$ cat src/rtl/freefall_impact_fall_detector_macros.svh
// Assertion macros shared by the fall detector RTL.
// Expects signals named clk and rst_n in the scope where a macro is used.
`ifndef FREEFALL_IMPACT_FALL_DETECTOR_MACROS_SVH
`define FREEFALL_IMPACT_FALL_DETECTOR_MACROS_SVH
`ifndef NO_ASSERTIONS
`define FFD_ASSERT_SAME(label, a, b, msg) \
    label: assert property (@(posedge clk) disable iff (!rst_n) (a) |-> (b)) \
        else $error(msg);
`define FFD_ASSERT_NEXT(label, a, b, msg) \
    label: assert property (@(posedge clk) disable iff (!rst_n) (a) |=> (b)) \
        else $error(msg);
`else
`define FFD_ASSERT_SAME(label, a, b, msg)
`define FFD_ASSERT_NEXT(label, a, b, msg)
`endif
`endif

$ cat src/rtl/ffd_pkg.sv
// Package of the fall detector: widths, register indexes, reset values and
// the command struct between controller and datapath. No dependencies.
`default_nettype none

package ffd_pkg;

    localparam int AXIS_W     = 16;
    localparam int FIELD_W    = 16;
    localparam int TIME_W     = 32;
    localparam int SUM_W      = 32;
    localparam int MAG_W      = 16;
    localparam int CFG_IDX_W  = 3;
    localparam int CFG_DATA_W = 32;
    localparam int IN_DATA_W  = 3 * FIELD_W + TIME_W;
    localparam int OUT_DATA_W = 24;
    localparam int STEP_W     = 4;
    localparam int SQ_STEPS   = 4;
    localparam int ROOT_STEPS = SUM_W / 2;

    localparam logic [CFG_IDX_W-1:0] CFG_FREEFALL_LIMIT = 3'd0;
    localparam logic [CFG_IDX_W-1:0] CFG_FREEFALL_MIN   = 3'd1;
    localparam logic [CFG_IDX_W-1:0] CFG_IMPACT_LIMIT   = 3'd2;
    localparam logic [CFG_IDX_W-1:0] CFG_IMPACT_DELTA   = 3'd3;
    localparam logic [CFG_IDX_W-1:0] CFG_ARMED_WINDOW   = 3'd4;
    localparam logic [CFG_IDX_W-1:0] CFG_DEBOUNCE       = 3'd5;

    // 6.0, 50.0 and 20.0 m/s^2 at 3.9 mg per count.
    localparam logic [15:0] RST_FREEFALL_LIMIT = 16'd157;
    localparam logic [15:0] RST_FREEFALL_MIN   = 16'd200;
    localparam logic [15:0] RST_IMPACT_LIMIT   = 16'd1307;
    localparam logic [15:0] RST_IMPACT_DELTA   = 16'd523;
    localparam logic [31:0] RST_ARMED_WINDOW   = 32'd1000;
    localparam logic [31:0] RST_DEBOUNCE       = 32'd1000;
    localparam logic [MAG_W-1:0] RST_PREV_MAG  = 16'd256;

    // Selects for the shared squaring multiplier; the last one feeds zero.
    localparam logic [1:0] SQ_SEL_X    = 2'd0;
    localparam logic [1:0] SQ_SEL_Y    = 2'd1;
    localparam logic [1:0] SQ_SEL_Z    = 2'd2;
    localparam logic [1:0] SQ_SEL_NONE = 2'd3;

    typedef struct packed {
        logic       load;
        logic       sq_step;
        logic [1:0] sq_sel;
        logic       root_step;
        logic       eval;
        logic       commit;
    } ctrl_cmd_t;

endpackage

`default_nettype wire

$ cat src/rtl/ffd_datapath.sv
// Datapath of the fall detector: axis magnitude, square root, detection state,
// configuration registers and the result register. Depends on ffd_pkg.
`default_nettype none

module ffd_datapath (
    input  wire logic                             clk,
    input  wire logic                             rst_n,
    input  wire ffd_pkg::ctrl_cmd_t               cmd,
    input  wire logic [ffd_pkg::IN_DATA_W-1:0]    in_data,
    input  wire logic                             cfg_we,
    input  wire logic [ffd_pkg::CFG_IDX_W-1:0]    cfg_index,
    input  wire logic [ffd_pkg::CFG_DATA_W-1:0]   cfg_data,
    output logic [ffd_pkg::OUT_DATA_W-1:0]        out_data
);

    function automatic logic [ffd_pkg::AXIS_W-1:0] axis_abs(
        input logic [ffd_pkg::FIELD_W-1:0] raw
    );
        logic [ffd_pkg::AXIS_W-1:0] v;
        v = raw[ffd_pkg::AXIS_W-1:0];
        // The most negative value maps onto itself, read as unsigned.
        if (v[ffd_pkg::AXIS_W-1])
        begin
            axis_abs = ~v + 1'b1;
        end
        else
        begin
            axis_abs = v;
        end
    endfunction

    // Configuration registers.
    logic [15:0] ff_limit_reg;
    logic [15:0] ff_min_reg;
    logic [15:0] imp_limit_reg;
    logic [15:0] imp_delta_reg;
    logic [31:0] window_reg;
    logic [31:0] debounce_reg;

    // Per-item working registers.
    logic [ffd_pkg::AXIS_W-1:0]   ax_reg, ay_reg, az_reg;
    logic [ffd_pkg::TIME_W-1:0]   now_reg;
    logic [ffd_pkg::SUM_W-1:0]    prod_reg;
    logic [ffd_pkg::SUM_W-1:0]    rem_reg;
    logic [ffd_pkg::SUM_W-1:0]    root_reg;
    logic [ffd_pkg::SUM_W-1:0]    bit_reg;
    logic [ffd_pkg::OUT_DATA_W-1:0] out_data_reg;

    // Flags from the evaluation step.
    logic        ff_hit_reg;
    logic        arm_now_reg;
    logic        expired_reg;
    logic        impact_hit_reg;
    logic        deb_ok_reg;
    logic [15:0] cnt_inc_reg;

    // Detection state.
    logic [15:0]                  samples_reg;
    logic                         armed_reg;
    logic [ffd_pkg::TIME_W-1:0]   armed_since_reg;
    logic [ffd_pkg::TIME_W-1:0]   last_fall_reg;
    logic [ffd_pkg::MAG_W-1:0]    prev_mag_reg;

    logic [ffd_pkg::AXIS_W-1:0]   sq_operand;
    logic [ffd_pkg::SUM_W-1:0]    sq_next;
    logic [ffd_pkg::SUM_W-1:0]    trial;
    logic [ffd_pkg::MAG_W-1:0]    mag;
    logic [ffd_pkg::MAG_W-1:0]    delta;
    logic [15:0]                  cnt_inc;
    logic [ffd_pkg::TIME_W-1:0]   since_armed;
    logic [ffd_pkg::TIME_W-1:0]   since_fall;
    logic                         armed_after;
    logic                         impact;
    logic                         fall;
    logic [15:0]                  samples_after;

    always_comb
    begin
        case (cmd.sq_sel)
            ffd_pkg::SQ_SEL_X: sq_operand = ax_reg;
            ffd_pkg::SQ_SEL_Y: sq_operand = ay_reg;
            ffd_pkg::SQ_SEL_Z: sq_operand = az_reg;
            default:           sq_operand = '0;
        endcase
    end

    assign sq_next = ffd_pkg::SUM_W'(sq_operand * sq_operand);
    assign trial   = root_reg + bit_reg;
    assign mag     = root_reg[ffd_pkg::MAG_W-1:0];
    assign delta   = (mag >= prev_mag_reg) ? (mag - prev_mag_reg) : (prev_mag_reg - mag);
    assign cnt_inc = (samples_reg == 16'hFFFF) ? samples_reg : samples_reg + 16'd1;
    assign since_armed = now_reg - armed_since_reg;
    assign since_fall  = now_reg - last_fall_reg;

    // Commit: arming, then timeout, then impact, in that order.
    always_comb
    begin
        armed_after   = armed_reg | arm_now_reg;
        samples_after = ff_hit_reg ? cnt_inc_reg : (armed_reg ? samples_reg : 16'd0);
        if (expired_reg)
        begin
            armed_after   = 1'b0;
            samples_after = 16'd0;
        end
        impact = armed_after & impact_hit_reg;
        fall   = impact & deb_ok_reg;
        if (impact)
        begin
            armed_after   = 1'b0;
            samples_after = 16'd0;
        end
    end

    always_ff @(posedge clk or negedge rst_n)
    begin
        if (!rst_n)
        begin
            ff_limit_reg  <= ffd_pkg::RST_FREEFALL_LIMIT;
            ff_min_reg    <= ffd_pkg::RST_FREEFALL_MIN;
            imp_limit_reg <= ffd_pkg::RST_IMPACT_LIMIT;
            imp_delta_reg <= ffd_pkg::RST_IMPACT_DELTA;
            window_reg    <= ffd_pkg::RST_ARMED_WINDOW;
            debounce_reg  <= ffd_pkg::RST_DEBOUNCE;
        end
        else if (cfg_we)
        begin
            case (cfg_index)
                ffd_pkg::CFG_FREEFALL_LIMIT: ff_limit_reg  <= cfg_data[15:0];
                ffd_pkg::CFG_FREEFALL_MIN:   ff_min_reg    <= cfg_data[15:0];
                ffd_pkg::CFG_IMPACT_LIMIT:   imp_limit_reg <= cfg_data[15:0];
                ffd_pkg::CFG_IMPACT_DELTA:   imp_delta_reg <= cfg_data[15:0];
                ffd_pkg::CFG_ARMED_WINDOW:   window_reg    <= cfg_data;
                ffd_pkg::CFG_DEBOUNCE:       debounce_reg  <= cfg_data;
                default: ;
            endcase
        end
    end

    always_ff @(posedge clk or negedge rst_n)
    begin
        if (!rst_n)
        begin
            samples_reg     <= '0;
            armed_reg       <= 1'b0;
            armed_since_reg <= '0;
            last_fall_reg   <= '0;
            prev_mag_reg    <= ffd_pkg::RST_PREV_MAG;
        end
        else if (cmd.commit)
        begin
            samples_reg  <= samples_after;
            armed_reg    <= armed_after;
            prev_mag_reg <= mag;
            if (arm_now_reg)
            begin
                armed_since_reg <= now_reg;
            end
            if (fall)
            begin
                last_fall_reg <= now_reg;
            end
        end
    end

    always_ff @(posedge clk)
    begin
        if (cmd.load)
        begin
            ax_reg   <= axis_abs(in_data[ffd_pkg::FIELD_W-1:0]);
            ay_reg   <= axis_abs(in_data[2*ffd_pkg::FIELD_W-1:ffd_pkg::FIELD_W]);
            az_reg   <= axis_abs(in_data[3*ffd_pkg::FIELD_W-1:2*ffd_pkg::FIELD_W]);
            now_reg  <= in_data[ffd_pkg::IN_DATA_W-1:3*ffd_pkg::FIELD_W];
            prod_reg <= '0;
            rem_reg  <= '0;
            root_reg <= '0;
            bit_reg  <= ffd_pkg::SUM_W'(1) << (ffd_pkg::SUM_W - 2);
        end
        else if (cmd.sq_step)
        begin
            // The product lands one step after its multiply; rem holds the sum.
            prod_reg <= sq_next;
            rem_reg  <= rem_reg + prod_reg;
        end
        else if (cmd.root_step)
        begin
            if (rem_reg >= trial)
            begin
                rem_reg  <= rem_reg - trial;
                root_reg <= (root_reg >> 1) + bit_reg;
            end
            else
            begin
                root_reg <= root_reg >> 1;
            end
            bit_reg <= bit_reg >> 2;
        end

        if (cmd.eval)
        begin
            ff_hit_reg     <= mag < ff_limit_reg;
            cnt_inc_reg    <= cnt_inc;
            arm_now_reg    <= (mag < ff_limit_reg) && (cnt_inc >= ff_min_reg) && !armed_reg;
            expired_reg    <= armed_reg && (since_armed > window_reg);
            impact_hit_reg <= (mag > imp_limit_reg) && (delta >= imp_delta_reg);
            deb_ok_reg     <= since_fall > debounce_reg;
        end

        if (cmd.commit)
        begin
            out_data_reg <= {6'd0, armed_after, mag, fall};
        end
    end

    assign out_data = out_data_reg;

endmodule

`default_nettype wire

$ cat src/rtl/ffd_ctrl.sv
// Controller of the fall detector: sequences load, squaring, square root,
// evaluation and commit, and owns both handshakes. Depends on ffd_pkg.
`default_nettype none

module ffd_ctrl (
    input  wire logic          clk,
    input  wire logic          rst_n,
    input  wire logic          in_valid,
    output logic               in_ready,
    output logic               out_valid,
    input  wire logic          out_ready,
    output ffd_pkg::ctrl_cmd_t cmd
);

    localparam logic [2:0] ST_IDLE   = 3'd0;
    localparam logic [2:0] ST_SQUARE = 3'd1;
    localparam logic [2:0] ST_ROOT   = 3'd2;
    localparam logic [2:0] ST_EVAL   = 3'd3;
    localparam logic [2:0] ST_COMMIT = 3'd4;

    localparam logic [ffd_pkg::STEP_W-1:0] SQ_LAST   = ffd_pkg::STEP_W'(ffd_pkg::SQ_STEPS - 1);
    localparam logic [ffd_pkg::STEP_W-1:0] ROOT_LAST =
        ffd_pkg::STEP_W'(ffd_pkg::ROOT_STEPS - 1);

    logic [2:0]                   state_reg, state_next;
    logic [ffd_pkg::STEP_W-1:0]   step_reg, step_next;
    logic                         out_valid_reg, out_valid_next;
    logic                         slot_free;

    assign slot_free = !out_valid_reg || out_ready;

    always_comb
    begin
        state_next     = state_reg;
        step_next      = step_reg;
        out_valid_next = out_valid_reg;
        cmd            = '0;
        cmd.sq_sel     = step_reg[1:0];
        if (out_valid_reg && out_ready)
        begin
            out_valid_next = 1'b0;
        end
        case (state_reg)
            ST_IDLE:
            begin
                if (in_valid)
                begin
                    cmd.load   = 1'b1;
                    step_next  = '0;
                    state_next = ST_SQUARE;
                end
            end
            ST_SQUARE:
            begin
                cmd.sq_step = 1'b1;
                step_next   = step_reg + 1'b1;
                if (step_reg == SQ_LAST)
                begin
                    step_next  = '0;
                    state_next = ST_ROOT;
                end
            end
            ST_ROOT:
            begin
                cmd.root_step = 1'b1;
                step_next     = step_reg + 1'b1;
                if (step_reg == ROOT_LAST)
                begin
                    state_next = ST_EVAL;
                end
            end
            ST_EVAL:
            begin
                cmd.eval   = 1'b1;
                state_next = ST_COMMIT;
            end
            ST_COMMIT:
            begin
                // The detection state moves only together with its result.
                if (slot_free)
                begin
                    cmd.commit     = 1'b1;
                    out_valid_next = 1'b1;
                    state_next     = ST_IDLE;
                end
            end
            default:
            begin
                state_next = ST_IDLE;
            end
        endcase
    end

    always_ff @(posedge clk or negedge rst_n)
    begin
        if (!rst_n)
        begin
            state_reg     <= ST_IDLE;
            step_reg      <= '0;
            out_valid_reg <= 1'b0;
        end
        else
        begin
            state_reg     <= state_next;
            step_reg      <= step_next;
            out_valid_reg <= out_valid_next;
        end
    end

    assign in_ready  = (state_reg == ST_IDLE);
    assign out_valid = out_valid_reg;

endmodule

`default_nettype wire

$ cat src/rtl/freefall_impact_fall_detector.sv
// Fall detector top level: a request is accepted, taken through 4 squaring steps,
// 16 square-root steps, one evaluation step and one commit step. A new request
// is accepted only after the previous result is committed, and commit waits
// while the output still holds a result that has not been taken.
// Reset (rst_n, asynchronous, active low) restores register defaults and
// clears the detection state; previous magnitude resets to one g (256 counts).
`default_nettype none
`include "freefall_impact_fall_detector_macros.svh"

module freefall_impact_fall_detector (
    input  wire logic                             clk,
    input  wire logic                             rst_n,
    input  wire logic                             s_axis_tvalid,
    output logic                                  s_axis_tready,
    // accel_x [15:0], accel_y [31:16], accel_z [47:32], now_ms [79:48]
    input  wire logic [ffd_pkg::IN_DATA_W-1:0]    s_axis_tdata,
    output logic                                  m_axis_tvalid,
    input  wire logic                             m_axis_tready,
    // fall_detected [0], magnitude [16:1], armed [17], zero [23:18]
    output logic [ffd_pkg::OUT_DATA_W-1:0]        m_axis_tdata,
    input  wire logic                             cfg_we,
    input  wire logic [ffd_pkg::CFG_IDX_W-1:0]    cfg_index,
    input  wire logic [ffd_pkg::CFG_DATA_W-1:0]   cfg_data
);

    ffd_pkg::ctrl_cmd_t cmd;

    ffd_ctrl u_ctrl (
        .clk       (clk),
        .rst_n     (rst_n),
        .in_valid  (s_axis_tvalid),
        .in_ready  (s_axis_tready),
        .out_valid (m_axis_tvalid),
        .out_ready (m_axis_tready),
        .cmd       (cmd)
    );

    ffd_datapath u_datapath (
        .clk       (clk),
        .rst_n     (rst_n),
        .cmd       (cmd),
        .in_data   (s_axis_tdata),
        .cfg_we    (cfg_we),
        .cfg_index (cfg_index),
        .cfg_data  (cfg_data),
        .out_data  (m_axis_tdata)
    );

    `FFD_ASSERT_NEXT(a_busy_after_accept, s_axis_tvalid && s_axis_tready, !s_axis_tready,
        "input accepted while an item was still in work")
    `FFD_ASSERT_SAME(a_commit_slot_free, cmd.commit, !m_axis_tvalid || m_axis_tready,
        "result committed over one that was not yet taken")
    `FFD_ASSERT_SAME(a_fall_disarms, m_axis_tvalid && m_axis_tdata[0], !m_axis_tdata[17],
        "fall reported while still armed")
    `FFD_ASSERT_SAME(a_one_command, cmd.load || cmd.sq_step || cmd.root_step,
        !cmd.eval && !cmd.commit, "evaluation overlaps the arithmetic steps")

endmodule

`default_nettype wire

$ cat config.mk
export PLATFORM = sky130hd
export DESIGN_NAME = freefall_impact_fall_detector
export DESIGN_NICKNAME = d
export VERILOG_FILES = /design/src/rtl/ffd_pkg.sv /design/src/rtl/ffd_datapath.sv /design/src/rtl/ffd_ctrl.sv /design/src/rtl/freefall_impact_fall_detector.sv
export VERILOG_INCLUDE_DIRS = /design/src /design/src/rtl
export SDC_FILE = /design/constraint.sdc
export NUM_CORES = 2
export LEC_CHECK = 0
export BUFFER_PORTS_ARGS = -buffer_cell sky130_fd_sc_hd__buf_4
export CAP_MARGIN = 20
export CORE_UTILIZATION = 45
export CTS_CLUSTER_DIAMETER = 80
export DETAILED_ROUTE_END_ITERATION = 16
export GPL_ROUTABILITY_DRIVEN = 0
export PLACE_DENSITY_LB_ADDON = 0.1
export SYNTH_ARGS = -nofsm -noshare
export SYNTH_HDL_FRONTEND = slang
export SYNTH_SLANG_ARGS = --single-unit
$ cat constraint.sdc
create_clock -name clk -period 6.9 [get_ports clk]
set_input_delay 1.38 -clock clk [delete_from_list [all_inputs] [get_ports clk]]
set_output_delay 1.38 -clock clk [all_outputs]
set_load 0.05 [all_outputs]
==> impl_metrics.py <==
metrics = {
    "logic_synthesis": {
        "avgSynthCellArea_um2": 8.92,
        "ys_types": 81,
        "muxShareOfSynthArea": 0.0302,
        "netlist.area_leader.share": 0.139,
        "async_flop_share": 0.503,
        "synthFlopType": "dfrtp_1",
        "synthSimpleGateAreaFrac": 0.139,
        "ys_ff_latch": 463,
        "synth-compound-area-share": 0.168,
        "netlist_instances": 4236,
        "synthAdderAreaFrac": 0.229,
        "yosysTopAreaCell": "ha_1",
        "synth_xor_area_frac": 0.0584,
        "synth_top_family_by_area": "adder cells",
        "synth_area_leaders": "ha_1, dfrtp_1, edfxtp_1",
        "netlist_area_mm2": 0.0378,
        "yosysMostFrequentCell": "inv_1",
        "ys_warn_count": 0,
        "synth_seq_area_share": 0.309,
        "synth-edff-count": 119,
        "ys_top_cells_by_count": "inv_1, nand2_1, ha_1",
    },
    "sta": {
        "finalSetupTns_ns": -0.101,
        "maxSlewHeadroom": 0.336,
        "min_period_ns": 6.97,
        "rsz0062_at_grt": "yes",
        "hold_ws_ns": 0.459,
        "clock.fmax_mhz": 143,
        "tightestPinTransition_ns": 0.993,
        "fin_crit_sh": 1.01,
        "worst_slack_ns": -0.0723,
        "hold_viol": 0,
        "setup_viol": 3,
        "fin_worst_skew_ns": 0.0430,
        "slew_violations": 0,
    },
    "finish": {
        "finalNetCount": 5227,
        "final_layout_size_suffix_gt1_frac": 0.153,
        "diodes": 0,
        "area_growth_pct": 16.0,
        "final_cells": 5635,
    },
    "clock_network": {
        "cts-root-buf": "clkbuf_16",
        "htree_levels": 2,
        "cts_tree": "done",
        "clk_latency_ns": 0.64,
        "cts.sinks": 463,
        "cts_max_path_buffers": 3,
        "cts_made_buffers": 56,
        "cts.clk_slew.worst_paths_ns": 0.06,
    },
    "critical_path": {
        "rr_worst_depth": 27,
        "worstSetupStartpointType": "flip-flop",
        "critPathKind": "flip-flop to flip-flop",
        "cp-end-kind": "flip-flop",
        "crit_path_max_fanout": 4,
        "required_ns": 7.36,
        "cp.arrival_ns": 7.44,
    },
    "run": {
        "maxCapViolCount": 0,
    },
    "grt": {
        "antenna_found_initial": 3,
        "grt_overflow_total": 0,
        "grt_start_max_net_pins": 116,
        "grt_pass1_wl_mm": 158,
        "grt_pass1_vias": 29565,
        "grt_use_total": 0.230,
    },
    "floorplanning": {
        "row_count": 105,
        "core_mm2": 0.0825,
        "die_area_mm2": 0.0851,
        "initial_core_util": 0.458,
        "io_pins": 146,
        "dieWidth_um": 292,
        "die_h_um": 292,
    },
    "run_status": {
        "outcome": "finished, violations left",
        "violations": "negative setup slack",
    },
    "placed_design": {
        "hpwl_mm": 75.7,
        "portBuffers": 139,
        "dp.cells": 5503,
    },
    "routing": {
        "drc": 0,
        "drtPass1Iterations": 5,
        "vias_per_cell": 5.31,
        "drt-total-wl_mm": 97.7,
        "vias": 29903,
        "wl_per_cell_um": 17.3,
        "ant_nets": 0,
        "drt-initial-drc-count": 1681,
    },
    "min_path": {
        "holdPathStages": 2,
        "hold_class": "flip-flop to flip-flop",
    },
}
[layer usage]
layer	wire length (µm)	share of wire	vias to the layer above	track usage
li1	-	-	15117	-
met1	47000	0.48	14109	0.321
met2	43700	0.45	513	0.369
met3	3810	0.039	158	0.0289
met4	3120	0.032	6	0.0743
met5	39	0.00040	-	0
[path summary, 6_finish.rpt]
check	start	end	slack [ns]
min	u_datapath.prod_reg[30]	u_datapath.prod_reg[30]	0.46
min in group asynchronous	rst_n	u_datapath.samples_reg[4]	0.65
max	u_ctrl.step_reg[0]	u_datapath.prod_reg[30]	-0.07
max in group asynchronous	rst_n	u_datapath.armed_since_reg[26]	4.95
max reg2reg	u_ctrl.step_reg[0]	u_datapath.prod_reg[30]	-0.07
min reg2reg	u_datapath.prod_reg[30]	u_datapath.prod_reg[30]	0.46
[per-stage QoR]
stage | util | area [µm²] | setup WS [ns]
5_1_grt | 0.531 | 43800 | -0.355
6_report | 0.531 | 43800 | -0.0723
4_1_cts | 0.529 | 43700 | -0.0110
3_5_place_dp | 0.501 | 41300 | -0.258
3_3_place_gp | 0.501 | 41300 | -0.189
2_1_floorplan | - | 37900 | 0.000650
[logic make-up after synthesis]
group,after synthesis
AND/OR/NAND/NOR,1154
AO/OA/AOI/OAI,1009
buffers and inverters,665
adder cells (fa/ha/maj),589
flip-flops,463
XOR/XNOR,252
multiplexers,103
other,1
[layout by cell type (no fill, tap or decap), drive strengths merged, types with 9 or more instances in the layout]
cell,n
or2,10
or3,27
fa,168
a31oi,31
o221ai,13
nand2,491
clkbuf,62
xor2,82
o21a,43
nand4,47
nor2b,46
ha,421
o211ai,16
and2,18
nand3,72
nor4,11
edfxtp,119
mux2,88
a22oi,14
a21o,128
clkinv,24
nor2,263
o31ai,31
o41ai,13
buf,369
dfstp,31
mux2i,15
dfrtp,202
clkinvlp,9
and3,20
inv,517
nand2b,60
o21bai,24
nor3,56
dfxtp,111
a21oi,259
a221oi,9
xnor2,170
a211oi,58
o21ai,295
[critical path, stage by stage (launching register included)]
cell and delay (ns):
dfrtp_1 0.41, inv_2 0.12, ha_4 0.17, buf_4 0.10, a222oi_1 0.05, buf_4 0.17
buf_12 0.12, or3_4 0.39, fa_1 0.50, fa_1 0.54, inv_1 0.05, fa_1 0.38
fa_1 0.50, fa_1 0.55, inv_1 0.05, fa_1 0.49, inv_2 0.05, ha_4 0.23
a21o_1 0.18, a21oi_2 0.15, nor2_1 0.05, o41a_1 0.40, a211o_1 0.31, a21o_1 0.23
a221oi_2 0.30, o311ai_1 0.14, xnor2_1 0.15, o21ai_1 0.06
[layout make-up]
type	instances	area, µm²
repair buffers	369	2870
flip-flops and latches	463	11700
fillers	7871	38700
clock inverters	43	524
multi-input cells	3113	24000
well taps	1070	1340
inverters	515	1940
clock buffers	62	1450
[what timing repair did]
action                                 4_1_cts  5_1_grt
pin swaps                                   37       23
resized for setup                           65       23
gates cloned                                 1        0
buffers inserted                            23        5
setup endpoints to repair                    8       12
hold buffers                                 0        0
endpoints found under the hold margin        0        0
Power is not shown: default switching activity piles up to over one toggle a cycle in this logic, so the estimate is an artifact.
